<file path="src/rtl/atrc_pkg.sv">
// Shared types, codes and constants of the AT response line classifier.
package atrc_pkg;

  // Parameter defaults
  localparam int LINE_CAPACITY_DEF = 64;
  localparam int EXPECT_MAX_DEF    = 8;

  // Bytes of each line held for pattern matching
  localparam int HEAD_BYTES = 12;

  // Register map (index = paddr[4:3])
  localparam int          CFG_ADDR_W         = 5;
  localparam logic [1:0]  REG_EXPECT_PATTERN = 2'd0;
  localparam logic [1:0]  REG_EXPECT_LENGTH  = 2'd1;
  localparam logic [1:0]  REG_TIMEOUT_TICKS  = 2'd2;
  localparam logic [31:0] TIMEOUT_RESET      = 32'd1000;

  // Request actions
  localparam logic [1:0] ACT_BYTE  = 2'd0;
  localparam logic [1:0] ACT_TICK  = 2'd1;
  localparam logic [1:0] ACT_START = 2'd2;

  // Characters of interest
  localparam logic [7:0] CH_LF   = 8'h0A;
  localparam logic [7:0] CH_CR   = 8'h0D;
  localparam logic [7:0] CH_DROP = 8'hFF;
  localparam logic [7:0] CH_O    = 8'h4F;
  localparam logic [7:0] CH_K    = 8'h4B;
  localparam logic [7:0] CH_E    = 8'h45;
  localparam logic [7:0] CH_R    = 8'h52;

  // Unsolicited patterns, right-aligned string literals
  localparam logic [95:0] PAT_CMTI       = "+CMTI:";
  localparam logic [95:0] PAT_CREG       = "+CREG:";
  localparam logic [95:0] PAT_HTTPACTION = "+HTTPACTION:";
  localparam logic [95:0] PAT_HTTPREAD   = "+HTTPREAD:";
  localparam logic [95:0] PAT_RING       = "RING";

  typedef enum logic [3:0] {
    KIND_PRIMARY      = 4'd0,
    KIND_OK           = 4'd1,
    KIND_ERROR        = 4'd2,
    KIND_INTERMEDIATE = 4'd3,
    KIND_TIMEOUT      = 4'd4,
    KIND_SMS          = 4'd5,
    KIND_REGISTRATION = 4'd6,
    KIND_HTTP_ACTION  = 4'd7,
    KIND_HTTP_READ    = 4'd8,
    KIND_RING         = 4'd9,
    KIND_ACCEPTED     = 4'd10,
    KIND_REJECTED     = 4'd11
  } kind_t;

  typedef struct packed {
    logic [63:0] expect_pattern;
    logic [3:0]  expect_length;
    logic [31:0] timeout_ticks;
  } cfg_t;

  typedef struct packed {
    logic       valid;
    kind_t      kind;
    logic [5:0] line_length;
  } result_t;

  typedef struct packed {
    logic busy;
  } status_t;

endpackage

</file>
<file path="src/rtl/atrc_cfg.sv">
// APB register file for the expected prefix and the command timeout.
module atrc_cfg (
  input  logic                               clk,
  input  logic                               rst,
  input  logic                               psel,
  input  logic                               penable,
  input  logic                               pwrite,
  input  logic [atrc_pkg::CFG_ADDR_W-1:0]    paddr,
  input  logic [63:0]                        pwdata,
  output logic [63:0]                        prdata,
  output logic                               pready,
  output atrc_pkg::cfg_t                     cfg
);

  logic       wr_en;
  logic [1:0] reg_index;

  assign pready    = 1'b1;
  assign wr_en     = psel && penable && pwrite;
  assign reg_index = paddr[4:3];

  // Write registers on the access cycle
  always_ff @(posedge clk) begin
    if (rst) begin
      cfg.expect_pattern <= '0;
      cfg.expect_length  <= '0;
      cfg.timeout_ticks  <= atrc_pkg::TIMEOUT_RESET;
    end else if (wr_en) begin
      unique case (reg_index)
        atrc_pkg::REG_EXPECT_PATTERN: cfg.expect_pattern <= pwdata;
        atrc_pkg::REG_EXPECT_LENGTH:  cfg.expect_length  <= pwdata[3:0];
        atrc_pkg::REG_TIMEOUT_TICKS:  cfg.timeout_ticks  <= pwdata[31:0];
        default: ;
      endcase
    end
  end

  // Read back
  always_comb begin
    unique case (reg_index)
      atrc_pkg::REG_EXPECT_PATTERN: prdata = cfg.expect_pattern;
      atrc_pkg::REG_EXPECT_LENGTH:  prdata = {60'd0, cfg.expect_length};
      atrc_pkg::REG_TIMEOUT_TICKS:  prdata = {32'd0, cfg.timeout_ticks};
      default:                      prdata = '0;
    endcase
  end

endmodule

</file>
<file path="src/rtl/atrc_line.sv">
// Line state, command state and line classification for one request per cycle while step is high.
module atrc_line #(
  parameter int LINE_CAPACITY = atrc_pkg::LINE_CAPACITY_DEF,
  parameter int EXPECT_MAX    = atrc_pkg::EXPECT_MAX_DEF
) (
  input  logic                 clk,
  input  logic                 rst,
  input  logic                 step,
  input  logic [1:0]           action,
  input  logic [7:0]           byte_value,
  input  atrc_pkg::cfg_t       cfg,
  output atrc_pkg::result_t    res,
  output atrc_pkg::status_t    status
);

  localparam int KW = $clog2(LINE_CAPACITY);
  localparam int PW = 8 * EXPECT_MAX;

  // Line state
  logic [KW-1:0] kept_count, kept_count_next;
  logic          first_is_break, first_is_break_next;
  logic          prev_was_o, prev_was_o_next;
  logic          ok_seen, ok_seen_next;
  logic [2:0]    error_progress, error_progress_next;
  logic          error_seen, error_seen_next;
  logic [7:0]    line_head [atrc_pkg::HEAD_BYTES];
  logic [7:0]    line_head_next [atrc_pkg::HEAD_BYTES];

  // Command state
  logic          busy, busy_next;
  logic [31:0]   elapsed, elapsed_next;
  logic [PW-1:0] cmd_pattern;
  logic [3:0]    cmd_length;
  logic [31:0]   cmd_timeout;
  logic          cmd_load;

  // Working values after the current byte is taken in
  logic [KW-1:0] kept_u;
  logic [8:0]    kept_ext, kept_u_ext;
  logic          keep, prefix_ok;
  logic [31:0]   elapsed_inc;

  function automatic logic head_starts(input logic [95:0] pat, input int unsigned n,
                                       input logic [7:0] hd [atrc_pkg::HEAD_BYTES],
                                       input logic [8:0] cnt);
    logic ok;
    ok = (cnt >= 9'(n));
    for (int unsigned i = 0; i < atrc_pkg::HEAD_BYTES; i++) begin
      if (i < n && hd[i] != pat[8*(n-1-i) +: 8]) ok = 1'b0;
    end
    return ok;
  endfunction

  assign status.busy = busy;
  assign kept_ext    = 9'(kept_count);
  assign keep        = (byte_value != atrc_pkg::CH_DROP) &&
                       (kept_count < KW'(LINE_CAPACITY - 1));
  assign elapsed_inc = elapsed + 32'd1;

  always_comb begin
    kept_count_next     = kept_count;
    first_is_break_next = first_is_break;
    prev_was_o_next     = prev_was_o;
    ok_seen_next        = ok_seen;
    error_progress_next = error_progress;
    error_seen_next     = error_seen;
    line_head_next      = line_head;
    busy_next           = busy;
    elapsed_next        = elapsed;
    cmd_load            = 1'b0;
    res                 = '{valid: 1'b0, kind: atrc_pkg::KIND_PRIMARY, line_length: 6'd0};
    kept_u              = kept_count;
    prefix_ok           = 1'b0;

    // Take the byte into the line and the word trackers
    if (keep) begin
      if (kept_count == '0 && (byte_value == atrc_pkg::CH_CR || byte_value == atrc_pkg::CH_LF))
        first_is_break_next = 1'b1;
      if (kept_ext < 9'(atrc_pkg::HEAD_BYTES))
        line_head_next[kept_ext[3:0]] = byte_value;
      kept_u = kept_count + KW'(1);
      if (prev_was_o && byte_value == atrc_pkg::CH_K) ok_seen_next = 1'b1;
      prev_was_o_next = (byte_value == atrc_pkg::CH_O);
      priority if (byte_value == atrc_pkg::CH_E)
        error_progress_next = 3'd1;
      else if (byte_value == atrc_pkg::CH_R &&
               (error_progress == 3'd1 || error_progress == 3'd2))
        error_progress_next = error_progress + 3'd1;
      else if (byte_value == atrc_pkg::CH_O && error_progress == 3'd3)
        error_progress_next = 3'd4;
      else if (byte_value == atrc_pkg::CH_R && error_progress == 3'd4) begin
        error_seen_next     = 1'b1;
        error_progress_next = 3'd0;
      end else
        error_progress_next = 3'd0;
    end
    kept_u_ext = 9'(kept_u);

    // Compare the held line against the sampled prefix
    if (cmd_length != 4'd0 && kept_u_ext >= 9'(cmd_length)) begin
      prefix_ok = 1'b1;
      for (int i = 0; i < EXPECT_MAX; i++) begin
        if (4'(i) < cmd_length && line_head_next[i] != cmd_pattern[8*i +: 8])
          prefix_ok = 1'b0;
      end
    end

    unique case (action)
      atrc_pkg::ACT_BYTE: begin
        kept_count_next = kept_u;
        if (byte_value == atrc_pkg::CH_LF) begin
          res.line_length = kept_u_ext[5:0];
          if (busy) begin
            // Classify a response to the running command
            if (kept_u != '0 && !first_is_break_next) begin
              res.valid = 1'b1;
              priority if (prefix_ok) res.kind = atrc_pkg::KIND_PRIMARY;
              else if (ok_seen_next) begin
                res.kind  = atrc_pkg::KIND_OK;
                busy_next = 1'b0;
              end else if (error_seen_next) begin
                res.kind  = atrc_pkg::KIND_ERROR;
                busy_next = 1'b0;
              end else res.kind = atrc_pkg::KIND_INTERMEDIATE;
            end
          end else begin
            // Match unsolicited result patterns
            res.valid = 1'b1;
            priority if (head_starts(atrc_pkg::PAT_CMTI, 6, line_head_next, kept_u_ext))
              res.kind = atrc_pkg::KIND_SMS;
            else if (head_starts(atrc_pkg::PAT_CREG, 6, line_head_next, kept_u_ext))
              res.kind = atrc_pkg::KIND_REGISTRATION;
            else if (head_starts(atrc_pkg::PAT_HTTPACTION, 12, line_head_next, kept_u_ext))
              res.kind = atrc_pkg::KIND_HTTP_ACTION;
            else if (head_starts(atrc_pkg::PAT_HTTPREAD, 10, line_head_next, kept_u_ext))
              res.kind = atrc_pkg::KIND_HTTP_READ;
            else if (head_starts(atrc_pkg::PAT_RING, 4, line_head_next, kept_u_ext) &&
                     (kept_u_ext == 9'd4 ||
                      (kept_u_ext == 9'd5 && line_head_next[4] == atrc_pkg::CH_LF) ||
                      (kept_u_ext == 9'd6 && line_head_next[4] == atrc_pkg::CH_CR &&
                       line_head_next[5] == atrc_pkg::CH_LF)))
              res.kind = atrc_pkg::KIND_RING;
            else
              res.valid = 1'b0;
          end
          // Clear the line after a newline
          kept_count_next     = '0;
          first_is_break_next = 1'b0;
          prev_was_o_next     = 1'b0;
          ok_seen_next        = 1'b0;
          error_progress_next = 3'd0;
          error_seen_next     = 1'b0;
          for (int i = 0; i < atrc_pkg::HEAD_BYTES; i++) line_head_next[i] = 8'd0;
        end else begin
          first_is_break_next = first_is_break_next;
        end
      end
      atrc_pkg::ACT_TICK: begin
        // Line trackers hold; only the timeout counter and the busy flag move
        kept_count_next     = kept_count;
        first_is_break_next = first_is_break;
        prev_was_o_next     = prev_was_o;
        ok_seen_next        = ok_seen;
        error_progress_next = error_progress;
        error_seen_next     = error_seen;
        line_head_next      = line_head;
        if (busy) begin
          elapsed_next = elapsed_inc;
          if (elapsed_inc >= cmd_timeout) begin
            busy_next = 1'b0;
            res.valid = 1'b1;
            res.kind  = atrc_pkg::KIND_TIMEOUT;
          end
        end
      end
      atrc_pkg::ACT_START: begin
        kept_count_next     = kept_count;
        first_is_break_next = first_is_break;
        prev_was_o_next     = prev_was_o;
        ok_seen_next        = ok_seen;
        error_progress_next = error_progress;
        error_seen_next     = error_seen;
        line_head_next      = line_head;
        res.valid           = 1'b1;
        if (busy) begin
          res.kind = atrc_pkg::KIND_REJECTED;
        end else begin
          res.kind     = atrc_pkg::KIND_ACCEPTED;
          cmd_load     = 1'b1;
          elapsed_next = 32'd0;
          busy_next    = 1'b1;
        end
      end
      default: begin
        kept_count_next     = kept_count;
        first_is_break_next = first_is_break;
        prev_was_o_next     = prev_was_o;
        ok_seen_next        = ok_seen;
        error_progress_next = error_progress;
        error_seen_next     = error_seen;
        line_head_next      = line_head;
      end
    endcase

    if (!step) res.valid = 1'b0;
  end

  // Advance state on each processed request
  always_ff @(posedge clk) begin
    if (rst) begin
      kept_count     <= '0;
      first_is_break <= 1'b0;
      prev_was_o     <= 1'b0;
      ok_seen        <= 1'b0;
      error_progress <= 3'd0;
      error_seen     <= 1'b0;
      busy           <= 1'b0;
      elapsed        <= 32'd0;
    end else if (step) begin
      kept_count     <= kept_count_next;
      first_is_break <= first_is_break_next;
      prev_was_o     <= prev_was_o_next;
      ok_seen        <= ok_seen_next;
      error_progress <= error_progress_next;
      error_seen     <= error_seen_next;
      busy           <= busy_next;
      elapsed        <= elapsed_next;
    end
  end

  // Head bytes and the sampled command settings
  always_ff @(posedge clk) begin
    if (step) line_head <= line_head_next;
    if (rst) begin
      cmd_pattern <= '0;
      cmd_length  <= 4'd0;
      cmd_timeout <= atrc_pkg::TIMEOUT_RESET;
    end else if (step && cmd_load) begin
      cmd_pattern <= cfg.expect_pattern[PW-1:0];
      cmd_length  <= (cfg.expect_length > 4'(EXPECT_MAX)) ? 4'(EXPECT_MAX)
                                                          : cfg.expect_length;
      cmd_timeout <= cfg.timeout_ticks;
    end
  end

endmodule

</file>
<file path="src/rtl/at_response_line_classifier_core.sv">
// Top level of the AT response line classifier: input register, classifier, result register.
//
//  channel   | dir | handshake                | payload
//  s_*       | in  | s_tvalid / s_tready      | s_tuser[1:0] action, s_tdata[7:0] byte_value
//  m_*       | out | m_tvalid / m_tready      | m_tuser[3:0] kind, m_tdata[5:0] line_length
//  APB       | in  | psel & penable & pwrite  | paddr 8*index, pwdata / prdata 64 bits
//
// One request per cycle unless m_* back-pressures; a request passes the input register,
// then the result register, before its result is on m_*. The line and command state update in
// the single pass between those two registers. Reset is synchronous and clears
// all control state; timeout_ticks returns to 1000. When m_tvalid is high and m_tready
// is low the result register holds and one more request waits in the input register.
module at_response_line_classifier_core #(
  parameter int LINE_CAPACITY = atrc_pkg::LINE_CAPACITY_DEF,
  parameter int EXPECT_MAX    = atrc_pkg::EXPECT_MAX_DEF
) (
  input  logic                            clk,
  input  logic                            rst,
  input  logic                            s_tvalid,
  output logic                            s_tready,
  input  logic [7:0]                      s_tdata,   // byte_value[7:0]
  input  logic [1:0]                      s_tuser,   // action[1:0]
  output logic                            m_tvalid,
  input  logic                            m_tready,
  output logic [7:0]                      m_tdata,   // line_length[5:0], zeros
  output logic [3:0]                      m_tuser,   // kind[3:0]
  input  logic                            psel,
  input  logic                            penable,
  input  logic                            pwrite,
  input  logic [atrc_pkg::CFG_ADDR_W-1:0] paddr,
  input  logic [63:0]                     pwdata,
  output logic [63:0]                     prdata,
  output logic                            pready
);

  atrc_pkg::cfg_t    cfg;
  atrc_pkg::result_t res;
  atrc_pkg::status_t status;

  logic       req_valid;
  logic [1:0] req_action;
  logic [7:0] req_byte;
  logic       advance;

  atrc_cfg u_cfg (
    .clk(clk), .rst(rst),
    .psel(psel), .penable(penable), .pwrite(pwrite), .paddr(paddr),
    .pwdata(pwdata), .prdata(prdata), .pready(pready), .cfg(cfg)
  );

  atrc_line #(
    .LINE_CAPACITY(LINE_CAPACITY),
    .EXPECT_MAX   (EXPECT_MAX)
  ) u_line (
    .clk(clk), .rst(rst), .step(advance),
    .action(req_action), .byte_value(req_byte),
    .cfg(cfg), .res(res), .status(status)
  );

  // Process the held request when the result register is free or draining
  assign advance  = req_valid && (!m_tvalid || m_tready);
  assign s_tready = !req_valid || advance;

  // Input register
  always_ff @(posedge clk) begin
    if (rst) begin
      req_valid <= 1'b0;
    end else if (s_tvalid && s_tready) begin
      req_valid <= 1'b1;
    end else if (advance) begin
      req_valid <= 1'b0;
    end
  end

  always_ff @(posedge clk) begin
    if (s_tvalid && s_tready) begin
      req_action <= s_tuser;
      req_byte   <= s_tdata;
    end
  end

  // Result register
  always_ff @(posedge clk) begin
    if (rst) begin
      m_tvalid <= 1'b0;
    end else if (advance) begin
      m_tvalid <= res.valid;
    end else if (m_tready) begin
      m_tvalid <= 1'b0;
    end
  end

  always_ff @(posedge clk) begin
    if (advance && res.valid) begin
      m_tdata <= {2'd0, res.line_length};
      m_tuser <= res.kind;
    end
  end

  // Checks
  a_ready_only_when_held: assert property (@(posedge clk) disable iff (rst)
    !s_tready |-> req_valid)
    else $error("input stalled with an empty input register");

  a_no_length_on_cmd_result: assert property (@(posedge clk) disable iff (rst)
    m_tvalid && (m_tuser == atrc_pkg::KIND_TIMEOUT ||
                 m_tuser == atrc_pkg::KIND_ACCEPTED ||
                 m_tuser == atrc_pkg::KIND_REJECTED) |-> m_tdata[5:0] == 6'd0)
    else $error("command result carries a line length");

  a_busy_rises_on_start: assert property (@(posedge clk) disable iff (rst)
    $rose(status.busy) |-> $past(advance) && $past(req_action) == atrc_pkg::ACT_START &&
                           m_tvalid && m_tuser == atrc_pkg::KIND_ACCEPTED)
    else $error("command started without an accepted result");

endmodule
</file>
<file path="config.mk">
export PLATFORM = sky130hd
export DESIGN_NAME = at_response_line_classifier_core
export DESIGN_NICKNAME = d
export VERILOG_FILES = /design/src/rtl/atrc_pkg.sv /design/src/rtl/atrc_cfg.sv /design/src/rtl/atrc_line.sv /design/src/rtl/at_response_line_classifier_core.sv
export SDC_FILE = /design/constraint.sdc
export NUM_CORES = 1
export LEC_CHECK = 0
export ABC_AREA = 1
export BUFFER_PORTS_ARGS = -buffer_cell sky130_fd_sc_hd__buf_4
export CORE_AREA = 2 2 259 261
export CTS_BUF_LIST = sky130_fd_sc_hd__clkbuf_8
export DETAILED_ROUTE_END_ITERATION = 10
export DIE_AREA = 0 0 261 263
export PLACE_DENSITY = 0.54
export SETUP_SLACK_MARGIN = 0.1
export SLEW_MARGIN = 15
export SYNTH_ARGS = -nofsm -noshare
export SYNTH_HDL_FRONTEND = slang
export SYNTH_SLANG_ARGS = --single-unit
export TNS_END_PERCENT = 1
</file>
<file path="constraint.sdc">
create_clock -name clk -period 10 [get_ports clk]
set_input_delay 1.5 -clock clk [delete_from_list [all_inputs] [get_ports clk]]
set_output_delay 1.5 -clock clk [all_outputs]
set_load 0.03 [all_outputs]
</file>
==> metrics, run 1 <==
Clock transition at path regs=about 60 ps; fin crit period=just under 5000 ps; hold_buf cts=0; worst path required time=10310 ps; worst skew pair latency=around 660 ps; async set-reset flop share out of synthesis=0%; die height=around 260 microns; post-synthesis register bit count=about 360; Post-synth EDFFs=~120; synthesized area per cell=approximately 7.2 sq um; Vias/cell=around 4.8; run status=finished, final reports clean; remaining antenna violation count after routing=0; Chip Width=261 microns; total iterations of the first detailed-routing run=5; yosys warns=0; WL per Instance=16.5 microns; register area share after synthesis=a little over two fifths; top-count cell post-synth=nand2_1; nets@finish=~3k; FF-to-FF End=m_tuser[2]; register area=0.00845 sq mm; H-Tree Depth=3; Synth Instances=~2.7k; final setup fails=0; root buf cell=clkbuf_8; num rows=between 90 and 100; Synth top area share=between 20% and 30%; worst path arrival time=5200 ps; Core Util, Final=34.8%; most frequent cells after synthesis=nand2_1, nor2_1, inv_1; Core ar.=0.0656 sq mm; LEAKAGE=a little over 10 nW; Setup Skew=between 40 and 50 ps; Initial DRC Count=between 1k and 1.5k; worst r2r src=req_byte[0]; dominant cell type by area after synthesis=dfxtp_1; Netlist cell types=51; max-cap viol count=0; worst hold path type=reg -> reg; largest stage delay on the critical path=between 600 and 700 ps; Worst-Margin Slew=1120 ps; Worst Reg-to-Reg Cells=16; initial antenna violation count=1; worst path cell trace=nand2_2 > nor2_2 > nand2_4 > buf_4 > nand3_1 > nor2_1 > nand2_1 > nand2_1 > nand4_1 > nor2_1 > nand4_1 > nand3_1 > o21ai_1 > nand2_1 > nand2_1 > inv_1; VDD IR max=0.0000928 V; Seq pwr share=between 40% and 50%; post-cts resize count=0; CTS max path bufs=3; Power Density=approximately 150 mW/mm^2; sw frac=approximately a quarter; worst rel slew slack=between 20% and 30%; combinational power share=~7%; P&R area growth vs syn=16.3%; post-CTS setup buffers=0; Cell Area, Synth=0.0196 sq mm; Die Area=0.0686 sq mm; hold wc startpoint=u_line.cmd_timeout[14]; Int Pwr=about 2.5 mW; RSZ-0062 raised after global routing=no; largest net degree at the start of global routing=~120; clk sink count=roughly 360; Min-Delay Endpoint=u_line.cmd_timeout[14]; CTS tree=yes; critical path class=reg -> reg; Non-Filler Instances=between 3k and 4k; Hold Fails Final Rpt=0; global placement routability congestion=between 0.8 and 0.9; type of origin of the critical path=register; slowest CP cell=edfxtp_1; Post-DP HPWL=~42000 microns; switching pwr=around 0.86 mW; peak fanout along the critical path=44; max-slew violations=0; largest cells by area after synthesis=dfxtp_1, edfxtp_1, nand2_1, nor2_1, o21ai_0; Final TNS setup=0 ps; fill cell count=roughly 7.1k; global route overflow=0; TritonCTS buffer count=between 60 and 70; I/O pin count=roughly 170; most common flop cell mapped by yosys=dfxtp_1; footprint of the multi-input gates=between 0.009 and 0.01 sq mm; reg2reg setup slack=5110 ps; hold path cells=2; gr usage total=about 18%; Peak Freq=between 200 and 250 MHz; fin crit share=between 40% and 50%; drt drc=0; Crit. End Element=register; vias in the first global route=~17k; port bufs=between 150 and 200; clock share of power=45.4%; first-pass GRT wire length=roughly 96000 microns; Total Wirelength=a little over 60000 microns; share of layout cells above drive strength 1=about 12%; routed vias=between 15k and 20k; Cells after DPL=~3.6k; Initial Util=~30%; most frequent CP cell=nand2_1
## power by group through the flow
| stage | Combinational, mW | Clock [mW] | Sequential [mW] |
|---|---|---|---|
| CTS | 0.239 | 1.55 | 1.58 |
| finish | 0.239 | 1.51 | 1.58 |
| global placement | 0.237 | 0 | 1.61 |
| global route | 0.265 | 1.62 | 1.58 |
| detailed placement | 0.238 | 0 | 1.61 |
| floorplan | 0.148 | 0 | 1.60 |
## flip-flops by register name, indices dropped and copies added (netlist names), 6 cells and up
register            flops
u_line.kept_count       6
u_line.elapsed         32
u_line.cmd_timeout     32
u_cfg.cfg             100
u_line.cmd_pattern     64
m_tdata                 6
req_byte                8
u_line.line_head       96
## placed cells by master, fill, tap and decap left out, types with 3 or more instances in the layout
master and instances:
a211oi_1 8, a21oi_1 185, a22o_1 28, a22oi_1 6, a31oi_1 7, buf_4 182
clkbuf_8 90, clkinv_1 8, clkinv_2 6, clkinvlp_4 3, conb_1 3, dfxtp_1 248
edfxtp_1 116, ha_1 51, inv_1 309, inv_2 8, nand2_1 622, nand2_2 13
nand2_4 5, nand3_1 108, nand3_2 3, nand3b_1 28, nand4_1 79, nor2_1 431
nor2_2 20, nor2_4 6, nor3_1 18, o211ai_1 4, o21ai_0 223, o21ai_1 11
o21ai_2 3, xnor2_1 14, xor2_1 21
## kinds of logic (layout without fill, tap and decap cells)
logic type               after synthesis  after routing  share of synthesized area, %
other                                  2              4                        0.0382
AND/OR/NAND/NOR                     1348           1348                          29.4
XOR/XNOR                              35             35                          1.56
buffers and inverters                446            611                          9.42
adder cells (fa/ha/maj)               51             51                          3.25
flip-flops                           364            364                          43.0
AO/OA/AOI/OAI                        482            482                          13.3
## worst max-delay path: cells and delay by family (launching register included)
family	cells	cell delay, ps
buffers and inverters	2	850
AOI/OAI and AO/OA	1	80
DFF	1	680
and+or+nand+nor	13	2890
## area by class of cell
cell class,count,area share (%)
Multi-Input combinational cell,1919,41.0
Sequential cell,364,37.0
Timing Repair Buffer,182,5.98
Clock buffer,90,5.42
Inverter,304,5.02
Tap cell,864,4.73
Clock inverter,35,0.816
Antenna cell,1,0.0110
## through the flow
stage	worst slack [ps]	instance area (sq um)	power (mW)	hold WS [ps]
global placement	4790	21400	1.84	451
finish	5110	22800	3.32	462
floorplan	2460	19600	1.75	435
detailed placement	4750	21400	1.84	456
CTS	5150	22800	3.36	466
global route	4750	22800	3.46	486
## routing by layer
layer  wire length [microns]  share of wire (%)  GRT usage (%)  vias up
met2                   28400                 46           28.5      485
met5                       0                  0              0        -
li1                        -                  -              -     9106
met4                    1150                1.9           5.02        0
met1                   28900                 47           24.7     8284
met3                    3480                5.6           2.94       76
## worst max path at each step
stage	from	end	slack, ps	cells after the start
CTS	req_byte[0]	m_tdata[3]	5150	20
finish	req_byte[0]	m_tuser[2]	5110	16
detailed placement	paddr[4]	u_cfg.cfg[82]	4750	10
floorplan	m_tready	u_line.first_is_break	2460	7
global route	req_byte[0]	m_tdata[3]	4750	20
global placement	paddr[4]	u_cfg.cfg[80]	4790	10
Power figures use the tool's default switching activity.
==> inputs of run 2 (changes only) <==
--- a/config.mk
+++ b/config.mk
@@ -11,7 +11,7 @@
 export CTS_BUF_LIST = sky130_fd_sc_hd__clkbuf_8
 export DETAILED_ROUTE_END_ITERATION = 10
 export DIE_AREA = 0 0 261 263
-export PLACE_DENSITY = 0.54
+export PLACE_DENSITY = 0.55
 export SETUP_SLACK_MARGIN = 0.1
 export SLEW_MARGIN = 15
 export SYNTH_ARGS = -nofsm -noshare
==> constraint.sdc (replaced) <==
create_clock -name clk -period 4.3 [get_ports clk]
set_input_delay 0.645 -clock clk [delete_from_list [all_inputs] [get_ports clk]]
set_output_delay 0.645 -clock clk [all_outputs]
set_load 0.03 [all_outputs]
==> metrics, run 2 (synthesis results as in run 1) <==
top flop regs=u_cfg.cfg x100, u_line.line_head x96, u_line.cmd_pattern x64; drt drc=0 (unchanged); fin crit share=89.1% (+40 points); run status=finished, final reports clean; combinational power share=7.5% (+0.3 points); Tot Pwr=7.54 mW (+130%); nets@finish=3015 (+1.3%); CTS max path bufs=3 (unchanged); sw frac=26.5% (+0.76 points); worst hold path type=in -> reg; Total Wirelength=61600 microns (-0.55%); Setup Skew=32.7 ps (-13.3 ps); switching pwr=2.00 mW (+130%); share of layout cells above drive strength 1=13.6% (+1.3 points); Final TNS setup=0 ps (unchanged); WHS=158 ps (-304 ps); Seq pwr share=48.5% (+1.1 points); commonest non-fill, non-tap cell in the layout=nand2_1; peak fanout along the critical path=5 (-89%); Hold Fails Final Rpt=0 (unchanged); WL per Instance=16.2 microns (-1.5%); final setup fails=0 (unchanged); remaining antenna violation count after routing=0 (unchanged); gr usage total=17.7% (-0.085 points); Core ar.=0.0656 sq mm (unchanged); Peak Freq=261 MHz (+28%); Vias/cell=4.79 (+0.20%); clk sink count=364 (unchanged); max FFs per register=100 (unchanged); largest net degree at the start of global routing=96 (-21%); hold_buf cts=0 (unchanged); die height=263 microns (unchanged); worst rel slew slack=39.9% (+14 points); VDD IR max=0.000196 V (+110%); Initial DRC Count=1422 (+17%); clock share of power=43.9% (-1.5 points); vias in the first global route=16.9k (+1.2%); Top reg by flops=u_cfg.cfg; Die Area=0.0686 sq mm (unchanged); initial antenna violation count=1 (unchanged); worst skew pair latency=680 ps (+20 ps); LEAKAGE=10.2 nW (+1.7%); RSZ-0062 raised after global routing=no; max-cap viol count=0 (unchanged); worst path arrival time=4220 ps (-980 ps); port bufs=158 (unchanged); fin crit period=3830 ps (-1060 ps); max-slew violations=0 (unchanged); Initial Util=29.9% (unchanged); Post-DP HPWL=43400 microns (+3.1%); Power Density=326 mW/mm^2 (+120%); num rows=94 (unchanged); Int Pwr=5.54 mW (+120%); total iterations of the first detailed-routing run=6 (+1); P&R area growth vs syn=17.7%; CTS tree=yes; pre-CTS setup slack=113 ps (-4630 ps); Chip Width=261 microns (unchanged); Non-Filler Instances=3796 (+0.98%); worst setup margin=468 ps (-4640 ps); Worst-Margin Slew=902 ps (-214 ps); I/O pin count=165 (unchanged); routed vias=18.2k (+1.2%); type of origin of the critical path=register; Clock transition at path regs=60 ps (about the same); reg2reg setup slack=470 ps (-4640 ps); root buf cell=clkbuf_8; first-pass GRT wire length=96100 microns (-0.33%); worst path required time=4680 ps (-5630 ps); H-Tree Depth=3 (unchanged); Cells after DPL=3668 (+0.96%); Crit. End Element=register; TritonCTS buffer count=68 (unchanged); critical path class=reg -> reg; global placement routability congestion=0.868 (+2.7%); most frequent cells in the layout=nand2_1, nor2_1, inv_1, dfxtp_1, o21ai_0; global route overflow=0 (unchanged)
run 2: changes by cell type in the layout (fill, tap and decap cells not counted), moves of 3 or more:
| cell | before | now |
|---|---|---|
| buf_12 | 0 | 3 |
| nand3_2 | 3 | 6 |
| nand3_1 | 108 | 105 |
| clkbuf_8 | 90 | 78 |
| clkinv_2 | 6 | 9 |
| inv_1 | 309 | 314 |
| buf_4 | 182 | 217 |
| nor2_4 | 6 | 10 |
| nor2_1 | 431 | 427 |
run 2: power by group through the flow:
stage,clock network (mW),registers (mW),logic (mW)
after CTS,3.40,3.66,0.569
after floorplan,0,3.72,0.344
after global routing,3.57,3.67,0.636
after global placement,0,3.73,0.565
after detailed placement,0,3.73,0.566
final,3.31,3.66,0.570
run 2: final cells by class:
cell class	instances	area (sq um)
inverters	304	1150
flip-flops and latches	364	8450
well taps	864	1080
repair inverters	1	7.51
clock buffers	78	1070
repair buffers	220	1690
diodes	1	2.50
clock inverters	45	241
fillers	7131	42500
multi-input cells	1919	9440
run 2: path summary, 6_finish.rpt:
path,end,start,cells past startpoint
setup reg to reg,m_tuser[2],u_line.elapsed[0],24
hold / removal,req_byte[2],s_tdata[2],1
setup / recovery,m_tuser[2],u_line.elapsed[0],24
hold reg to reg,u_line.cmd_timeout[11],u_line.cmd_timeout[11],2
run 2: worst max-delay path, stage by stage, from the launching register on:
cell and delay [ps]:
dfxtp_2 350, ha_2 190, nand2_1 70, nor2_2 110, nand2_1 90, nor2_4 120, nand3_2 100, nor2_1 110
nand2_1 110, nor2_2 180, nand4_1 170, nor2_2 220, buf_4 150, nand3_1 70, xnor2_1 160, ha_1 190
a21oi_1 150, nor2_1 60, a211oi_2 140, o221a_2 210, nand2_2 100, a21oi_1 140, nand2_1 100, nand2_4 110
clkinvlp_4 150
run 2: per-stage QoR:
step | utilization (%) | cell area (sq um)
floorplan | - | 19700
CTS | 35.1 | 23000
detailed placement | 33.1 | 21700
global placement | 33.1 | 21700
global route | 35.2 | 23100
finish | 35.2 | 23100
run 2: timing repair:
item,CTS,global route
resized for setup,0,19
setup endpoints to repair,0,13
buffers inserted,0,3
run 2: metal layers:
metal | global-route usage (%) | vias up | share of wire, %
li1 | - | 9186 | -
met4 | 6.63 | 0 | 2.9
met3 | 3.13 | 112 | 5.6
met2 | 26.5 | 471 | 44
met1 | 25.3 | 8395 | 48
met5 | 0 | - | 0
==> inputs of run 3 (changes only) <==
--- a/config.mk
+++ b/config.mk
@@ -7,11 +7,11 @@
 export LEC_CHECK = 0
 export ABC_AREA = 1
 export BUFFER_PORTS_ARGS = -buffer_cell sky130_fd_sc_hd__buf_4
-export CORE_AREA = 2 2 259 261
+export CORE_AREA = 2 2 225 227
 export CTS_BUF_LIST = sky130_fd_sc_hd__clkbuf_8
 export DETAILED_ROUTE_END_ITERATION = 10
-export DIE_AREA = 0 0 261 263
-export PLACE_DENSITY = 0.55
+export DIE_AREA = 0 0 227 229
+export PLACE_DENSITY = 0.67
 export SETUP_SLACK_MARGIN = 0.1
 export SLEW_MARGIN = 15
 export SYNTH_ARGS = -nofsm -noshare
==> metrics, run 3 (synthesis results as in run 1) <==
run status=finished, final reports clean; Initial Util=39.6% (+9.6 points); WHS=138 ps (-20.5 ps); clock share of power=44.7% (+0.8 points); Min-Delay Endpoint=req_byte[1]; die height=229 microns (-13%); peak fanout along the critical path=10 (+5); FF-to-FF End=m_tdata[1]; port bufs=158 (unchanged); first-pass GRT wire length=91400 microns (-4.9%); LEAKAGE=10.1 nW (-0.73%); type of origin of the critical path=register; fin crit share=88.3% (-0.86 points); worst path required time=4720 ps (+40 ps); I/O pin count=165 (unchanged); TritonCTS buffer count=61 (-10%); Int Pwr=5.70 mW (+2.9%); Core ar.=0.0497 sq mm (-24%); met1 GRT Util=31.0% (+5.6 points); Chip Width=227 microns (-13%); worst path arrival time=4220 ps (about the same); largest net degree at the start of global routing=108 (+13%); Tot Pwr=7.64 mW (+1.2%); remaining antenna violation count after routing=0 (unchanged); hold path cells=1 (unchanged); WL per Instance=16.2 microns (+0.13%); hold wc startpoint=s_tdata[1]; top flop regs=u_cfg.cfg x100, u_line.line_head x96, u_line.cmd_pattern x64; VDD IR max=0.000242 V (+24%); Peak Freq=263 MHz (+0.97%); Final TNS setup=0 ps (unchanged); worst r2r src=u_line.elapsed[1]; drt drc=0 (unchanged); total iterations of the first detailed-routing run=8 (+2); Total Wirelength=58100 microns (-5.6%); switching pwr=1.93 mW (-3.3%); Die Area=0.0520 sq mm (-24%); Initial DRC Count=1752 (+23%); Seq pwr share=48.0% (-0.5 points); worst setup margin=505 ps (+36.9 ps); routed vias=18.6k (+2.2%); Antenna Diode Count=0 (-1); nets@finish=2992 (-0.76%); fill cell count=4978 (-30%); Top Usage Layer GRT=met2; num rows=82 (-13%); share of layout cells above drive strength 1=13.5% (-0.17 points); combinational power share=7.4% (about the same); initial antenna violation count=0 (-1); sw frac=25.3% (-1.2 points); Setup Skew=44.3 ps (+11.6 ps); reg2reg setup slack=500 ps (+40 ps); CTS max path bufs=3 (unchanged); worst rel slew slack=25.8% (-14 points); clk sink count=364 (unchanged); root buf cell=clkbuf_8; global-route met3 utilization=3.94% (+0.81 points); Power Density=335 mW/mm^2 (+2.7%); hold_buf cts=0 (unchanged); RSZ-0062 raised after global routing=no; Clock transition at path regs=60 ps (about the same); Worst-Margin Slew=1110 ps (+205 ps); Post-DP HPWL=40500 microns (-6.6%); worst hold path type=in -> reg; max-slew violations=0 (unchanged); Hold Fails Final Rpt=0 (unchanged); H-Tree Depth=2 (-1); gr usage total=22.0% (+4.2 points); post-CTS setup buffers=0 (unchanged); met2 Usage GRT=33.8% (+7.3 points); global route overflow=0 (unchanged); pre-CTS setup slack=-8.11 ps (-122 ps); Vias/cell=5.18 (+8.3%); Crit. End Element=register; CTS tree=yes; Worst Reg-to-Reg Cells=23 (-4.2%); Top reg by flops=u_cfg.cfg; vias in the first global route=17.1k (+1.4%); critical path class=reg -> reg; worst skew pair latency=690 ps (about the same); commonest non-fill, non-tap cell in the layout=nand2_1; max-cap viol count=0 (unchanged); final setup fails=0 (unchanged); P&R area growth vs syn=16.1%; max FFs per register=100 (unchanged); fin crit period=3800 ps (-36.9 ps); most frequent cells in the layout=nand2_1, nor2_1, inv_1, dfxtp_1, o21ai_0; global placement routability congestion=0.912 (+5.0%)
## run 3: cell count changes in the layout (fill, tap and decap cells not counted), sizes merged
cell      delta
buf         -15
bufinv       +2
clkbuf       +4
clkinv       +1
clkinvlp     -2
diode        -1
inv         -13
## run 3: how the worst max path moves through the flow
stage                      start          to  slack (ps)
2_1_floorplan  u_line.elapsed[0]  m_tdata[0]         790
6_report       u_line.elapsed[1]  m_tdata[1]         500
3_5_place_dp   u_line.elapsed[0]  m_tdata[1]          -8
5_1_grt        u_line.elapsed[1]  m_tuser[0]         100
3_3_place_gp   u_line.elapsed[0]  m_tdata[1]         190
4_1_cts        u_line.elapsed[0]  m_tdata[1]         140
## run 3: per-layer routing
metal,routed length [microns],vias to the layer above
met2,25900,677
met1,26100,8622
li1,-,9132
met3,4230,126
met4,1860,0
met5,0,-
## run 3: critical path: stages, from the launching register on
cell	delay, ps
dfxtp_1	360
ha_2	200
nand2_1	70
nor2_2	130
nand2_1	80
nor2_2	140
nand3_2	110
nor2_2	130
nand2_1	110
nor2_2	150
nand4_1	140
nor2_2	200
nand4_1	130
xnor2_1	210
ha_1	270
nand2_1	80
nor2_1	50
a211oi_1	200
o221a_2	250
nand2_2	110
a21oi_1	150
nand2_1	70
nand2_1	130
inv_4	80
## run 3: metrics by stage
| step | area (sq um) | cells | utilization (%) |
|---|---|---|---|
| after floorplan | 19700 | 2729 | - |
| after global placement | 21400 | 3464 | 43.0 |
| after detailed placement | 21400 | 3464 | 43.0 |
| after CTS | 22800 | 3580 | 45.8 |
| after global routing | 22800 | 3580 | 45.9 |
| final | 22800 | 3580 | 45.9 |
## run 3: what timing repair did
item / 4_1_cts / 5_1_grt
pin swaps: 0 / 1
gates resized for setup: 2 / 14
endpoints found under the setup margin: 10 / 13
## run 3: cell type report
cell class,count,area (sq um),share of cell area [%]
Clock buffer,82,1130,4.95
Clock inverter,34,254,1.11
Inverter,304,1150,5.04
Multi-Input combinational cell,1919,9420,41.3
Sequential cell,364,8450,37.1
Tap cell,672,841,3.69
Timing Repair Buffer,205,1560,6.86
## run 3: power by group through the flow
stage          logic (mW)  clock network [mW]  registers (mW)
6_report            0.562                3.41            3.66
5_1_grt             0.621                3.62            3.67
3_5_place_dp        0.555                   0            3.73
3_3_place_gp        0.544                   0            3.73
4_1_cts             0.559                3.47            3.66
2_1_floorplan       0.344                   0            3.72
